**config.mk**
```make
export PLATFORM = sky130hd
export DESIGN_NAME = cacf_ctrl
export DESIGN_NICKNAME = d
export VERILOG_FILES = /design/src/cacf_pkg.sv /design/src/cacf_ctrl.sv
export SDC_FILE = /design/constraint.sdc
export NUM_CORES = 1
export LEC_CHECK = 0
export BUFFER_PORTS_ARGS = -buffer_cell sky130_fd_sc_hd__buf_2
export CAP_MARGIN = 20
export CELL_PAD_IN_SITES_DETAIL_PLACEMENT = 1
export CELL_PAD_IN_SITES_GLOBAL_PLACEMENT = 2
export CORE_MARGIN = 3
export CORE_UTILIZATION = 22
export CTS_BUF_LIST = sky130_fd_sc_hd__clkbuf_2
export CTS_CLUSTER_SIZE = 8
export DETAILED_ROUTE_END_ITERATION = 10
export PLACE_DENSITY_LB_ADDON = 0.15
export SYNTH_ARGS = -nofsm -noshare
export SYNTH_HDL_FRONTEND = slang
export SYNTH_SLANG_ARGS = --single-unit
export TNS_END_PERCENT = 30
```
**constraint.sdc**
```tcl
create_clock -name aclk -period 1 [get_ports aclk]
set_input_delay 0.05 -clock aclk [delete_from_list [all_inputs] [get_ports aclk]]
set_output_delay 0.05 -clock aclk [all_outputs]
set_load 0.02 [all_outputs]
```
**src/cacf_pkg.sv**
```systemverilog
package cacf_pkg;

    // Field and register widths fixed by the item layout
    localparam int SAMPLE_IN_W  = 24;
    localparam int SWEEP_W      = 1;
    localparam int IDX_W        = 12;
    localparam int THR_W        = 37;
    localparam int OUT_TDATA_W  = 56;
    localparam int TRAIN_W      = 6;
    localparam int GUARD_W      = 5;
    localparam int FACTOR_W     = 24;
    localparam int FRAC_BITS    = 16;
    localparam int HALF_W       = 6;
    localparam int CFG_IDX_W    = 2;
    localparam int CFG_DATA_W   = 24;
    localparam int COUNT_W      = 6;

    // Register indexes on the configuration port
    localparam logic [CFG_IDX_W-1:0] CFG_TRAIN  = 2'd0;
    localparam logic [CFG_IDX_W-1:0] CFG_GUARD  = 2'd1;
    localparam logic [CFG_IDX_W-1:0] CFG_FACTOR = 2'd2;

    // Limits and reset values
    localparam logic [TRAIN_W-1:0]  TRAIN_MAX     = 6'd32;
    localparam logic [GUARD_W-1:0]  GUARD_MAX     = 5'd16;
    localparam logic [TRAIN_W-1:0]  TRAIN_RESET   = 6'd16;
    localparam logic [GUARD_W-1:0]  GUARD_RESET   = 5'd4;
    localparam logic [FACTOR_W-1:0] FACTOR_RESET  = 24'd65536;
    localparam logic [COUNT_W-1:0]  MAX_RESULTS   = 6'd41;
    localparam logic [THR_W-1:0]    THR_MAX       = 37'h1F_FFFF_FFFF;

    // Controller to datapath
    typedef struct packed {
        logic accept;     // take input item, write ring
        logic win1;       // window bounds, first pass; also reads the cell under test
        logic win2;       // far end of lagging window, forward count
        logic win3;       // move shortfall to the other side
        logic rd_sum;     // issue one training read
        logic mul_lo;     // factor times low half of sum
        logic mul_hi;     // factor times high half of sum
        logic fin;        // add the two partial products
        logic emit;       // load result register, advance cell
        logic sweep_end;  // clear per-sweep counters
    } cacf_cmd_t;

    // Datapath to controller
    typedef struct packed {
        logic due;        // a cell is ready to be reported
        logic last;       // current item closes the sweep
        logic rd_more;    // training reads still to issue
        logic out_free;   // result register can take a new item
    } cacf_sts_t;

endpackage

```
**src/cacf_ctrl.sv**
```systemverilog
module cacf_ctrl (
    input  logic                aclk,
    input  logic                aresetn,
    input  logic                s_tvalid,
    output logic                s_tready,
    output cacf_pkg::cacf_cmd_t cmd,
    input  cacf_pkg::cacf_sts_t sts
);

    import cacf_pkg::*;

    localparam logic [3:0] ST_IDLE  = 4'd0;
    localparam logic [3:0] ST_CHECK = 4'd1;
    localparam logic [3:0] ST_WIN1  = 4'd2;
    localparam logic [3:0] ST_WIN2  = 4'd3;
    localparam logic [3:0] ST_WIN3  = 4'd4;
    localparam logic [3:0] ST_READ  = 4'd5;
    localparam logic [3:0] ST_MLO   = 4'd6;
    localparam logic [3:0] ST_MHI   = 4'd7;
    localparam logic [3:0] ST_FIN   = 4'd8;
    localparam logic [3:0] ST_OUT   = 4'd9;

    logic [3:0] state_reg;
    logic [3:0] state_next;

    always_comb begin
        state_next = state_reg;
        cmd        = '0;
        case (state_reg)
            ST_IDLE: begin
                if (s_tvalid) begin
                    cmd.accept = 1'b1;
                    state_next = ST_CHECK;
                end
            end
            ST_CHECK: begin
                if (sts.due) begin
                    state_next = ST_WIN1;
                end else begin
                    cmd.sweep_end = sts.last;
                    state_next    = ST_IDLE;
                end
            end
            ST_WIN1: begin
                cmd.win1   = 1'b1;
                state_next = ST_WIN2;
            end
            ST_WIN2: begin
                cmd.win2   = 1'b1;
                state_next = ST_WIN3;
            end
            ST_WIN3: begin
                cmd.win3   = 1'b1;
                state_next = ST_READ;
            end
            ST_READ: begin
                // the pass through ST_READ that issues no read lets the last read's data land in the sum
                if (sts.rd_more) begin
                    cmd.rd_sum = 1'b1;
                end else begin
                    state_next = ST_MLO;
                end
            end
            ST_MLO: begin
                cmd.mul_lo = 1'b1;
                state_next = ST_MHI;
            end
            ST_MHI: begin
                cmd.mul_hi = 1'b1;
                state_next = ST_FIN;
            end
            ST_FIN: begin
                cmd.fin    = 1'b1;
                state_next = ST_OUT;
            end
            ST_OUT: begin
                if (sts.out_free) begin
                    cmd.emit   = 1'b1;
                    state_next = ST_CHECK;
                end
            end
            default: begin
                state_next = ST_IDLE;
            end
        endcase
    end

    always_ff @(posedge aclk) begin
        if (!aresetn) begin
            state_reg <= ST_IDLE;
        end else begin
            state_reg <= state_next;
        end
    end

    assign s_tready = (state_reg == ST_IDLE);

endmodule

```
==> summary.txt, run 1 <==
Setup path
  – CP Capture Type: output port
  – Critical path class: reg -> out
  – R2R Setup Slk: -0.32 ns
  – Crit path max fanout: 3
  – Reg2Reg Depth: 5
  – Slowest cell on the critical path: dfxtp_4
  – Top delay family on crit path: simple AND/OR/NAND/NOR gates
  – Max incr delay on CP: 0.35 ns
  – CP startpoint kind: flip-flop
  – Crit path cell chain: buf_6 -> nor4_4 -> and2_4 -> buf_6
  – Bufs and invs on worst path: 2
  – R2r endpoint: state_reg[3]$_SDFFE_PN0P_
  – Reg2reg start: state_reg[2]$_SDFFE_PN0P_
  – Worst endpoint required time: 0.95 ns
  – Most used cell, CP: buf_6
  – CP arrival: 1.31 ns

Cells and area
  – Finished Cell Area: about 830 um^2
  – Non-filler instance count after layout: 100
  – Nets: 93
  – Layout cell share with drive strength beyond 1: 0.7976
  – Sequential cell area: 92.59 um^2
  – Antenna Cells: 0
  – Area Overhead vs Synth: 122.4%
  – Fill cells: 187
  – Multi-input gate area: 367.9 um^2
  – Largest register FFs: 4

Yosys
  – Syn Inst Count: 46
  – Commonest cells in the netlist: 7 x nor3_1, 5 x nand2b_1, 4 x dfxtp_1
  – Synth cell types: 24
  – Synthesized flop and latch total: 4
  – Number of synthesized flops with an enable pin: 0
  – Asr flop ratio synth: 0
  – Ranking of synthesized cells by area: dfxtp_1 21%, nor3_1 9.4%, nand2b_1 8.4%, buf_6 6.0%, a2111oi_2 4.0%
  – Synth Flop Type: dfxtp_1
  – Synth Warn #: 0
  – Register area share after synthesis: 0.2140
  – Syn Nets: between 50 and 60
  – Avg Cell Area, Syn: 8.133 um^2
  – Top-count cell post-synth: nor3_1
  – Netlist Area Pre-Place: 374.1 um^2
  – Cell taking the most area after synthesis: dfxtp_1
  – Post-synth top area share: 0.2140

Placement
  – Placer congestion estimate: 0.8007
  – Cell Area, Placed: slightly above 600 um^2
  – Dpl ws: -0.1685 ns
  – Placed cells: just under 90
  – Port Buffer Count: 17
  – DP Wirelength: roughly 1000 um

Power
  – Clock power frac: 0.258
  – Pint: 372.8 uW
  – Leakage: 0.0003682 uW
  – Sw Ratio: 0.3386
  – Gate power share: 0.420
  – Switching power: roughly 190 uW
  – PwrDens: 677.4 nW/um^2
  – Max VDD drop: slightly below 0.0006 V
  – Flop pwr share: 0.321

Timing
  – Slew @ Worst Pin: about 0.3 ns
  – Peak Freq: 734.9 MHz
  – Final Hold Slack: 0.1151 ns
  – Relative slew margins: 0.7982
  – Period utilization: 1.361
  – Max Slew Vio Count: 0
  – Clock Skews: between 0.008 and 0.009 ns
  – RSZ-0062 raised after global routing: yes
  – Min cycle time layout: 1.361 ns
  – Setup Viol. Count Final: 14
  – Final WS setup: -0.3607 ns
  – Hold Fails Final Rpt: 0

Clock tree
  – Hold_buf cts: 0
  – Clock Sink Count: 4
  – Clock transition at path regs: approximately 0.050 ns
  – Root buf cell: clkbuf_2
  – CTS max path bufs: 2
  – # H-tree levels: 1
  – CTS Buf Count: 3
  – CTS tree: done
  – Worst-Skew Late Latency: 0.20 ns

Run status
  – Failing checks: negative setup slack
  – Status: finished with violations

Global routing
  – Largest net degree at the start of global routing: 9
  – Vias in the first global route: 481
  – First-pass GRT wire length: 2021 um
  – Total GRT Usage: 0.1283
  – Initial antenna violation count: 0
  – Total global routing overflow: 0

Drt
  – Routed WL per cell: 15.40 um
  – Via count: 472
  – DR iter-0 viols: 9
  – Vias per std cell: 4.720
  – Initial DRT Pass Iterations: 3
  – Antenna Nets Post-Route: 0
  – Detailed Route WL: around 1500 um
  – DRC Markers: 0

Die
  – Core Area: approximately 1600 um^2
  – Starting Density: 0.2400
  – Area of the die: 2231 um^2
  – Die width: 47.24 um
  – FP Rows: 14
  – Die height: approximately 47 um
  – # IOs: 18

Job
  – Max-Cap Viols: 0

Hold path
  – Class of the worst hold path: in -> reg
  – Min-delay src: aresetn
  – Hold Path Sink: state_reg[0]$_SDFFE_PN0P_
  – Hold Path Cell Cnt: 2
cell families (layout without fill, tap and decap cells):
family	count (synthesis)	after routing	synth area share
AOI/OAI and AO/OA	6	6	0.1438
xor gates and xnor gates	1	1	0.02342
buffers and inverters	7	45	0.1304
DFF	4	4	0.2141
muxes	1	1	0.03010
and+or+nand+nor	27	27	0.4582
how the worst max path moves through the flow:
stage / startpoint / to / cells after the start
floorplan: state_reg[0]$_SDFFE_PN0P_ / cmd[9] / 2
global placement: state_reg[3]$_SDFFE_PN0P_ / cmd[9] / 4
detailed placement: state_reg[3]$_SDFFE_PN0P_ / state_reg[0]$_SDFFE_PN0P_ / 4
CTS: state_reg[1]$_SDFFE_PN0P_ / cmd[9] / 4
global route: state_reg[2]$_SDFFE_PN0P_ / cmd[9] / 4
finish: state_reg[2]$_SDFFE_PN0P_ / cmd[9] / 4
what timing repair did:
item,in CTS,in global routing
setup buffers,4,5
resized for setup,23,13
pin swaps,5,4
cloned,0,0
endpoints found under the setup margin,14,14
worst reg2reg max path: stages (launching register included):
cell	delay [ns]
dfxtp_4	0.35
buf_12	0.13
buf_4	0.14
nor3b_4	0.21
a2bb2oi_2	0.10
a2111oi_2	0.26
area by class of cell:
cell class	instances	area share
Clock buffer	3	0.01805
Inverter	3	0.01353
Multi-Input combinational cell	35	0.4421
Sequential cell	4	0.1113
Tap cell	16	0.02406
Timing Repair Buffer	39	0.3910
routing by layer:
layer | share of wire | wire, um | track usage | vias to the layer above
li1 | - | - | - | 243
met1 | 0.45 | 700 | 0.1771 | 222
met2 | 0.52 | 804 | 0.1979 | 7
met3 | 0.022 | 34 | 0.02682 | 0
met4 | 0 | 0 | 0.03867 | 0
met5 | 0 | 0 | 0 | -
cells in the final DEF, fill, tap and decap left out, types with 2 or more instances in the layout:
master    count
nor4_4        2
inv_1         3
nand2b_4      4
buf_4        22
dfxtp_4       3
nand2_1       2
nor3_1        3
clkbuf_2      3
nor3_2        3
buf_2         7
nor2_2        2
buf_6         8
through the flow:
step	power [uW]	utilization	setup TNS (ns)
6_report	563.6	0.5337	-3.583
5_1_grt	604.4	0.5337	-4.345
4_1_cts	525.4	0.4663	-2.946
3_5_place_dp	347.5	0.3876	-1.336
3_3_place_gp	345.4	0.3876	-1.292
2_1_floorplan	290.6	-	-0.5858
power groups by stage:
stage / clock network (uW) / logic, uW / registers, uW
2_1_floorplan: 0 / 110 / 181
3_3_place_gp: 0 / 154 / 192
3_5_place_dp: 0 / 156 / 192
4_1_cts: 150 / 195 / 181
5_1_grt: 168 / 253 / 183
6_report: 146 / 237 / 181
Note: power is estimated with default switching activity, not from simulation.
==> run 2, diff against run 1 <==
==> constraint.sdc (replaced) <==
create_clock -name aclk -period 1 [get_ports aclk]
set_input_delay 0.1 -clock aclk [delete_from_list [all_inputs] [get_ports aclk]]
set_output_delay 0.1 -clock aclk [all_outputs]
set_load 0.02 [all_outputs]
==> run 2 against run 1 <==
The run still ends with negative setup slack left; clock skew shrank 0.0063 ns; first-iteration DRC count shrank 89%; cell count grew 1.0%; critical path depth is the same; flip-flop and latch count is the same; sequential share of layout area grew 0.12 points; global-route usage grew 1.7 points; register-to-register slack gained 0.08 ns; power shrank 0.65%.
==> summary.txt, run 2 (synthesized netlist as in run 1, its figures left out) <==
Run status
  – Status: finished with violations
  – Failing checks: negative setup slack

Cells and area
  – Non-filler instance count after layout: 101 (+1.0%)
  – Area Overhead vs Synth: 120.1%
  – Most common cell after layout, fill and taps aside: buf_4
  – Nets: 94 (+1.1%)
  – Antenna Cells: 0 (unchanged)
  – Most frequent cells in the layout: 24 x buf_4, 9 x buf_6, 6 x buf_2, 4 x nand2b_4
  – Largest register FFs: 4 (unchanged)
  – Finished Core Util: 0.5281 (-0.005618)
  – Layout cell share with drive strength beyond 1: 0.7882 (-0.009384)

Global routing
  – Largest net degree at the start of global routing: 9 (unchanged)
  – First-pass GRT wire length: 2270 um (+12%)
  – Total global routing overflow: 0 (unchanged)
  – Initial antenna violation count: 0 (unchanged)
  – Vias in the first global route: 500 (+4.0%)
  – Total GRT Usage: 0.1449 (+0.01667)

Placement
  – DP Wirelength: 1031 um (+2.4%)
  – Port Buffer Count: 17 (unchanged)
  – Placer congestion estimate: 0.7479 (-6.6%)
  – Dpl ws: -0.2720 ns (-0.1036 ns)
  – Placed cells: 89 (+1.1%)

Power
  – PwrDens: 680.1 nW/um^2 (+0.41%)
  – Leakage: 0.0003752 uW (+1.9%)
  – Max VDD drop: 0.0006467 V (+8.5%)
  – Tot Pwr: 560.0 uW (-0.65%)

Die
  – Die height: 47.24 um (unchanged)
  – Die width: 47.24 um (unchanged)
  – Core Area: 1559 um^2 (unchanged)
  – # IOs: 18 (unchanged)
  – FP Rows: 14 (unchanged)
  – Starting Density: 0.2400 (unchanged)
  – Area of the die: 2231 um^2 (unchanged)

Setup path
  – CP Capture Type: output port
  – CP arrival: 1.21 ns (-0.10 ns)
  – Crit path cell chain: buf_6 -> nor4_4 -> and2_4 -> buf_6
  – CP startpoint kind: flip-flop
  – Slowest cell on the critical path: dfxtp_4
  – Critical path class: reg -> out
  – Crit path max fanout: 4 (+1)
  – Most used cell, CP: buf_6
  – Worst endpoint required time: 0.90 ns (-0.05 ns)
  – Max incr delay on CP: 0.35 ns (about the same)

Timing
  – Period utilization: 1.311 (-0.04988)
  – Peak Freq: 762.9 MHz (+3.8%)
  – Hold Fails Final Rpt: 0 (unchanged)
  – Min cycle time layout: 1.311 ns (-0.04988 ns)
  – Clock Skews: 0.002464 ns (-0.006338 ns)
  – Relative slew margins: 0.8361 (+0.03784)
  – Setup Viol. Count Final: 15 (+1)
  – Final Hold Slack: 0.1251 ns (+0.009999 ns)
  – RSZ-0062 raised after global routing: yes
  – Max Slew Vio Count: 0 (unchanged)
  – Final WS setup: -0.3109 ns (+0.04988 ns)
  – Slew @ Worst Pin: 0.2454 ns (-0.05498 ns)

Job
  – Max-Cap Viols: 0 (unchanged)

Drt
  – Vias per std cell: 4.752 (+0.69%)
  – Antenna Nets Post-Route: 0 (unchanged)
  – Initial DRT Pass Iterations: 3 (unchanged)
  – Detailed Route WL: 1524 um (-1.0%)
  – DRC Markers: 0 (unchanged)
  – Routed WL per cell: 15.09 um (-2.0%)
  – Via count: 480 (+1.7%)
  – DR iter-0 viols: 1 (-8)

Clock tree
  – CTS tree: done
  – Root buf cell: clkbuf_2
  – Clock Sink Count: 4 (unchanged)
  – Worst-Skew Late Latency: 0.20 ns (about the same)
  – # H-tree levels: 1 (unchanged)
  – CTS Buf Count: 3 (unchanged)
  – Clock transition at path regs: 0.04 ns (about the same)
  – CTS max path bufs: 2 (unchanged)

Hold path
  – Class of the worst hold path: in -> reg
run 2: layout make-up:
cell class	instances	area [um^2]
Sequential cell	4	92.59
Tap cell	16	20.02
Multi-Input combinational cell	35	357.8
Inverter	3	11.26
Timing Repair Buffer	40	326.6
Fill cell	180	735.7
Clock buffer	3	15.01
run 2: worst max-delay path, delay by kind of cell (launching register included):
kind,cells,cell delay (ns)
buffers and inverters,2,0.23
flip-flops,1,0.35
AND/OR/NAND/NOR,2,0.44
run 2: metrics by stage:
step | setup TNS, ns | cell area (um^2)
after floorplan | -0.9745 | 449.2
after global placement | -2.079 | 618.1
after detailed placement | -2.527 | 618.1
after CTS | -3.524 | 749.5
after global routing | -4.588 | 823.3
final | -3.497 | 823.3
run 2: final timing paths:
check | slack, ns | start | endpoint | cells after the start
worst max-delay path | -0.31 | state_reg[1]$_SDFFE_PN0P_ | cmd[9] | 4
worst min-delay path | 0.13 | aresetn | state_reg[0]$_SDFFE_PN0P_ | 2
worst max register to register | -0.24 | state_reg[1]$_SDFFE_PN0P_ | state_reg[3]$_SDFFE_PN0P_ | 4
worst min register to register | 0.69 | state_reg[3]$_SDFFE_PN0P_ | state_reg[1]$_SDFFE_PN0P_ | 3
run 2: what timing repair did:
item,CTS,global route
hold buffers,0,0
gates resized for setup,27,8
endpoints found under the setup margin,15,15
pin swaps,5,5
setup buffers,3,6
hold endpoints to repair,0,0
gates cloned,0,0
run 2: routing by layer:
metal / track usage / up-vias / part of all wire / wire (um)
li1: - / 244 / - / -
met1: 0.1763 / 229 / 0.42 / 647
met2: 0.2433 / 7 / 0.54 / 830
met3: 0.01533 / 0 / 0.030 / 45
met4: 0.08287 / 0 / 0 / 0
met5: 0 / - / 0 / 0
run 2: where the power goes:
part	internal [uW]	switching [uW]
clock network	80.6	64.5
registers	165	13.5
logic	128	109
==> run 3, diff against run 2 <==
--- a/config.mk
+++ b/config.mk
@@ -18,4 +18,4 @@
 export SYNTH_ARGS = -nofsm -noshare
 export SYNTH_HDL_FRONTEND = slang
 export SYNTH_SLANG_ARGS = --single-unit
-export TNS_END_PERCENT = 30
+export TNS_END_PERCENT = 50
==> run 3 against run 2 <==
Setup slack worse by 0.096 ns; sequential power hardly changed; global-route usage is 2.5 points higher; critical path depth stayed put; first-iteration DRC count grew to 5.0 times the previous value; critical path type unchanged; register-to-register slack worse by 0.05 ns; via count is 13% higher; clock skew is 0.0031 ns higher; the flow still finishes with violations (negative setup slack).
==> summary.txt, run 3 (synthesized netlist as in run 1, its figures left out) <==
Run status
  – Status: finished with violations
  – Failing checks: negative setup slack

Setup path
  – CP Capture Type: output port
  – Crit path max fanout: 5 (+1)
  – Reg2Reg Depth: 4 (unchanged)
  – Bufs and invs on worst path: 2 (unchanged)
  – Slowest cell on the critical path: dfxtp_4
  – CP arrival: 1.31 ns (+0.10 ns)
  – Top delay family on crit path: simple AND/OR/NAND/NOR gates
  – Max incr delay on CP: 0.35 ns (about the same)
  – Critical path class: reg -> out
  – CP startpoint kind: flip-flop
  – Worst endpoint required time: 0.90 ns (about the same)
  – CP Depth: 4 (unchanged)
  – Most used cell, CP: buf_6
  – Crit path cell chain: buf_6 -> nor4_4 -> and2_4 -> buf_6

Cells and area
  – Antenna Cells: 0 (unchanged)
  – Most common cell after layout, fill and taps aside: buf_4
  – Most frequent cells in the layout: 27 x buf_4, 14 x buf_6, 6 x buf_2, 4 x nand2b_4, 4 x dfxtp_4
  – Nets: 103 (+9.6%)
  – Area Overhead vs Synth: 162.5%
  – Layout cell share with drive strength beyond 1: 0.8404 (+0.05219)
  – Multi-input gate area: 415.4 um^2 (+16%)
  – Fill cells: 175 (-2.8%)
  – Largest register FFs: 4 (unchanged)
  – Sequential cell area: 95.09 um^2 (+2.7%)

Timing
  – Slew @ Worst Pin: 0.3029 ns (+0.05751 ns)
  – Final WS setup: -0.4072 ns (-0.09630 ns)
  – Peak Freq: 710.7 MHz (-6.8%)
  – Min cycle time layout: 1.407 ns (+0.09630 ns)
  – Final Hold Slack: 0.1461 ns (+0.02098 ns)
  – Period utilization: 1.407 (+0.09630)
  – Relative slew margins: 0.7972 (-0.03891)
  – RSZ-0062 raised after global routing: yes
  – Clock Skews: 0.005569 ns (+0.003104 ns)
  – Hold Fails Final Rpt: 0 (unchanged)
  – Setup Viol. Count Final: 15 (unchanged)
  – Setup TNS: -4.151 ns (-0.6534 ns)
  – Max Slew Vio Count: 0 (unchanged)

Die
  – Starting Density: 0.2400 (unchanged)
  – Die height: 47.24 um (unchanged)
  – # IOs: 18 (unchanged)
  – FP Rows: 14 (unchanged)
  – Die width: 47.24 um (unchanged)
  – Core Area: 1559 um^2 (unchanged)
  – Area of the die: 2231 um^2 (unchanged)

Drt
  – Detailed Route WL: 2052 um (+35%)
  – DRC Markers: 0 (unchanged)
  – DR iter-0 viols: 5 (+4)
  – Via count: 542 (+13%)
  – Vias per std cell: 4.927 (+3.7%)
  – Antenna Nets Post-Route: 0 (unchanged)
  – Routed WL per cell: 18.65 um (+24%)
  – Initial DRT Pass Iterations: 4 (+1)

Placement
  – DP Wirelength: 1003 um (-2.7%)
  – Port Buffer Count: 17 (unchanged)
  – Placer congestion estimate: 0.7110 (-4.9%)

Power
  – Max VDD drop: 0.0006049 V (-6.5%)
  – Tot Pwr: 610.1 uW (+9.0%)
  – PwrDens: 621.2 nW/um^2 (-8.7%)
  – Leakage: 0.0004272 uW (+14%)

Hold path
  – Hold Path Cell Cnt: 2 (unchanged)
  – Class of the worst hold path: in -> reg

Clock tree
  – CTS Buf Count: 3 (unchanged)
  – # H-tree levels: 1 (unchanged)
  – CTS tree: done
  – Clock transition at path regs: 0.04 ns (about the same)
  – Worst-Skew Late Latency: 0.20 ns (about the same)
  – Root buf cell: clkbuf_2
  – CTS max path bufs: 2 (unchanged)
  – Hold_buf cts: 0 (unchanged)
  – Clock Sink Count: 4 (unchanged)

Global routing
  – Largest net degree at the start of global routing: 7 (-2)
  – First-pass GRT wire length: 2608 um (+15%)
  – Vias in the first global route: 528 (+5.6%)
  – Total global routing overflow: 0 (unchanged)
  – Total GRT Usage: 0.1701 (+0.02519)
  – Initial antenna violation count: 0 (unchanged)

Job
  – Max-Cap Viols: 0 (unchanged)
-- run 3: cell types whose count changed in the layout (fill, tap and decap cells not counted), sizes merged --
cell,before,now
buf,40,49
-- run 3: worst paths after layout --
check                                    to  slack (ns)                 startpoint
setup / recovery                     cmd[9]       -0.41  state_reg[1]$_SDFFE_PN0P_
hold / removal    state_reg[0]$_SDFFE_PN0P_        0.15                    aresetn
setup reg to reg  state_reg[0]$_SDFFE_PN0P_       -0.29  state_reg[2]$_SDFFE_PN0P_
hold reg to reg   state_reg[1]$_SDFFE_PN0P_        0.71  state_reg[3]$_SDFFE_PN0P_
-- run 3: metrics by stage --
step	utilization	std cells	setup slack [ns]	instance area, um^2
final	0.6300	110	-0.4072	982.2
after detailed placement	0.4222	91	-0.2622	658.1
after global placement	0.4222	91	-0.2521	658.1
after CTS	0.5650	105	-0.3903	880.8
after floorplan	-	46	-0.1438	461.7
after global routing	0.6300	110	-0.4562	982.2
-- run 3: layer usage --
| layer | vias up | global-route usage | part of all wire |
|---|---|---|---|
| li1 | 261 | - | - |
| met1 | 256 | 0.2302 | 0.39 |
| met2 | 17 | 0.2701 | 0.52 |
| met3 | 8 | 0.02299 | 0.044 |
| met4 | 0 | 0.06630 | 0.038 |
| met5 | - | 0 | 0 |
-- run 3: area by class of cell --
class,instances,area share
well taps,16,0.02038
repair buffers,49,0.4331
inverters,3,0.01146
multi-input cells,35,0.4229
flip-flops and latches,4,0.09682
clock buffers,3,0.01529
-- run 3: what timing repair did --
action                     4_1_cts  5_1_grt
setup endpoints to repair       15       15
pin swaps                        9       11
gates resized for setup         38       11
setup buffers                   11        6
-- run 3: report_power, final --
group	leakage, uW	switching, uW	internal [uW]
logic	0.000379	139	154
registers	0.0000356	15.1	162
clock network	0.0000125	59.7	80.6
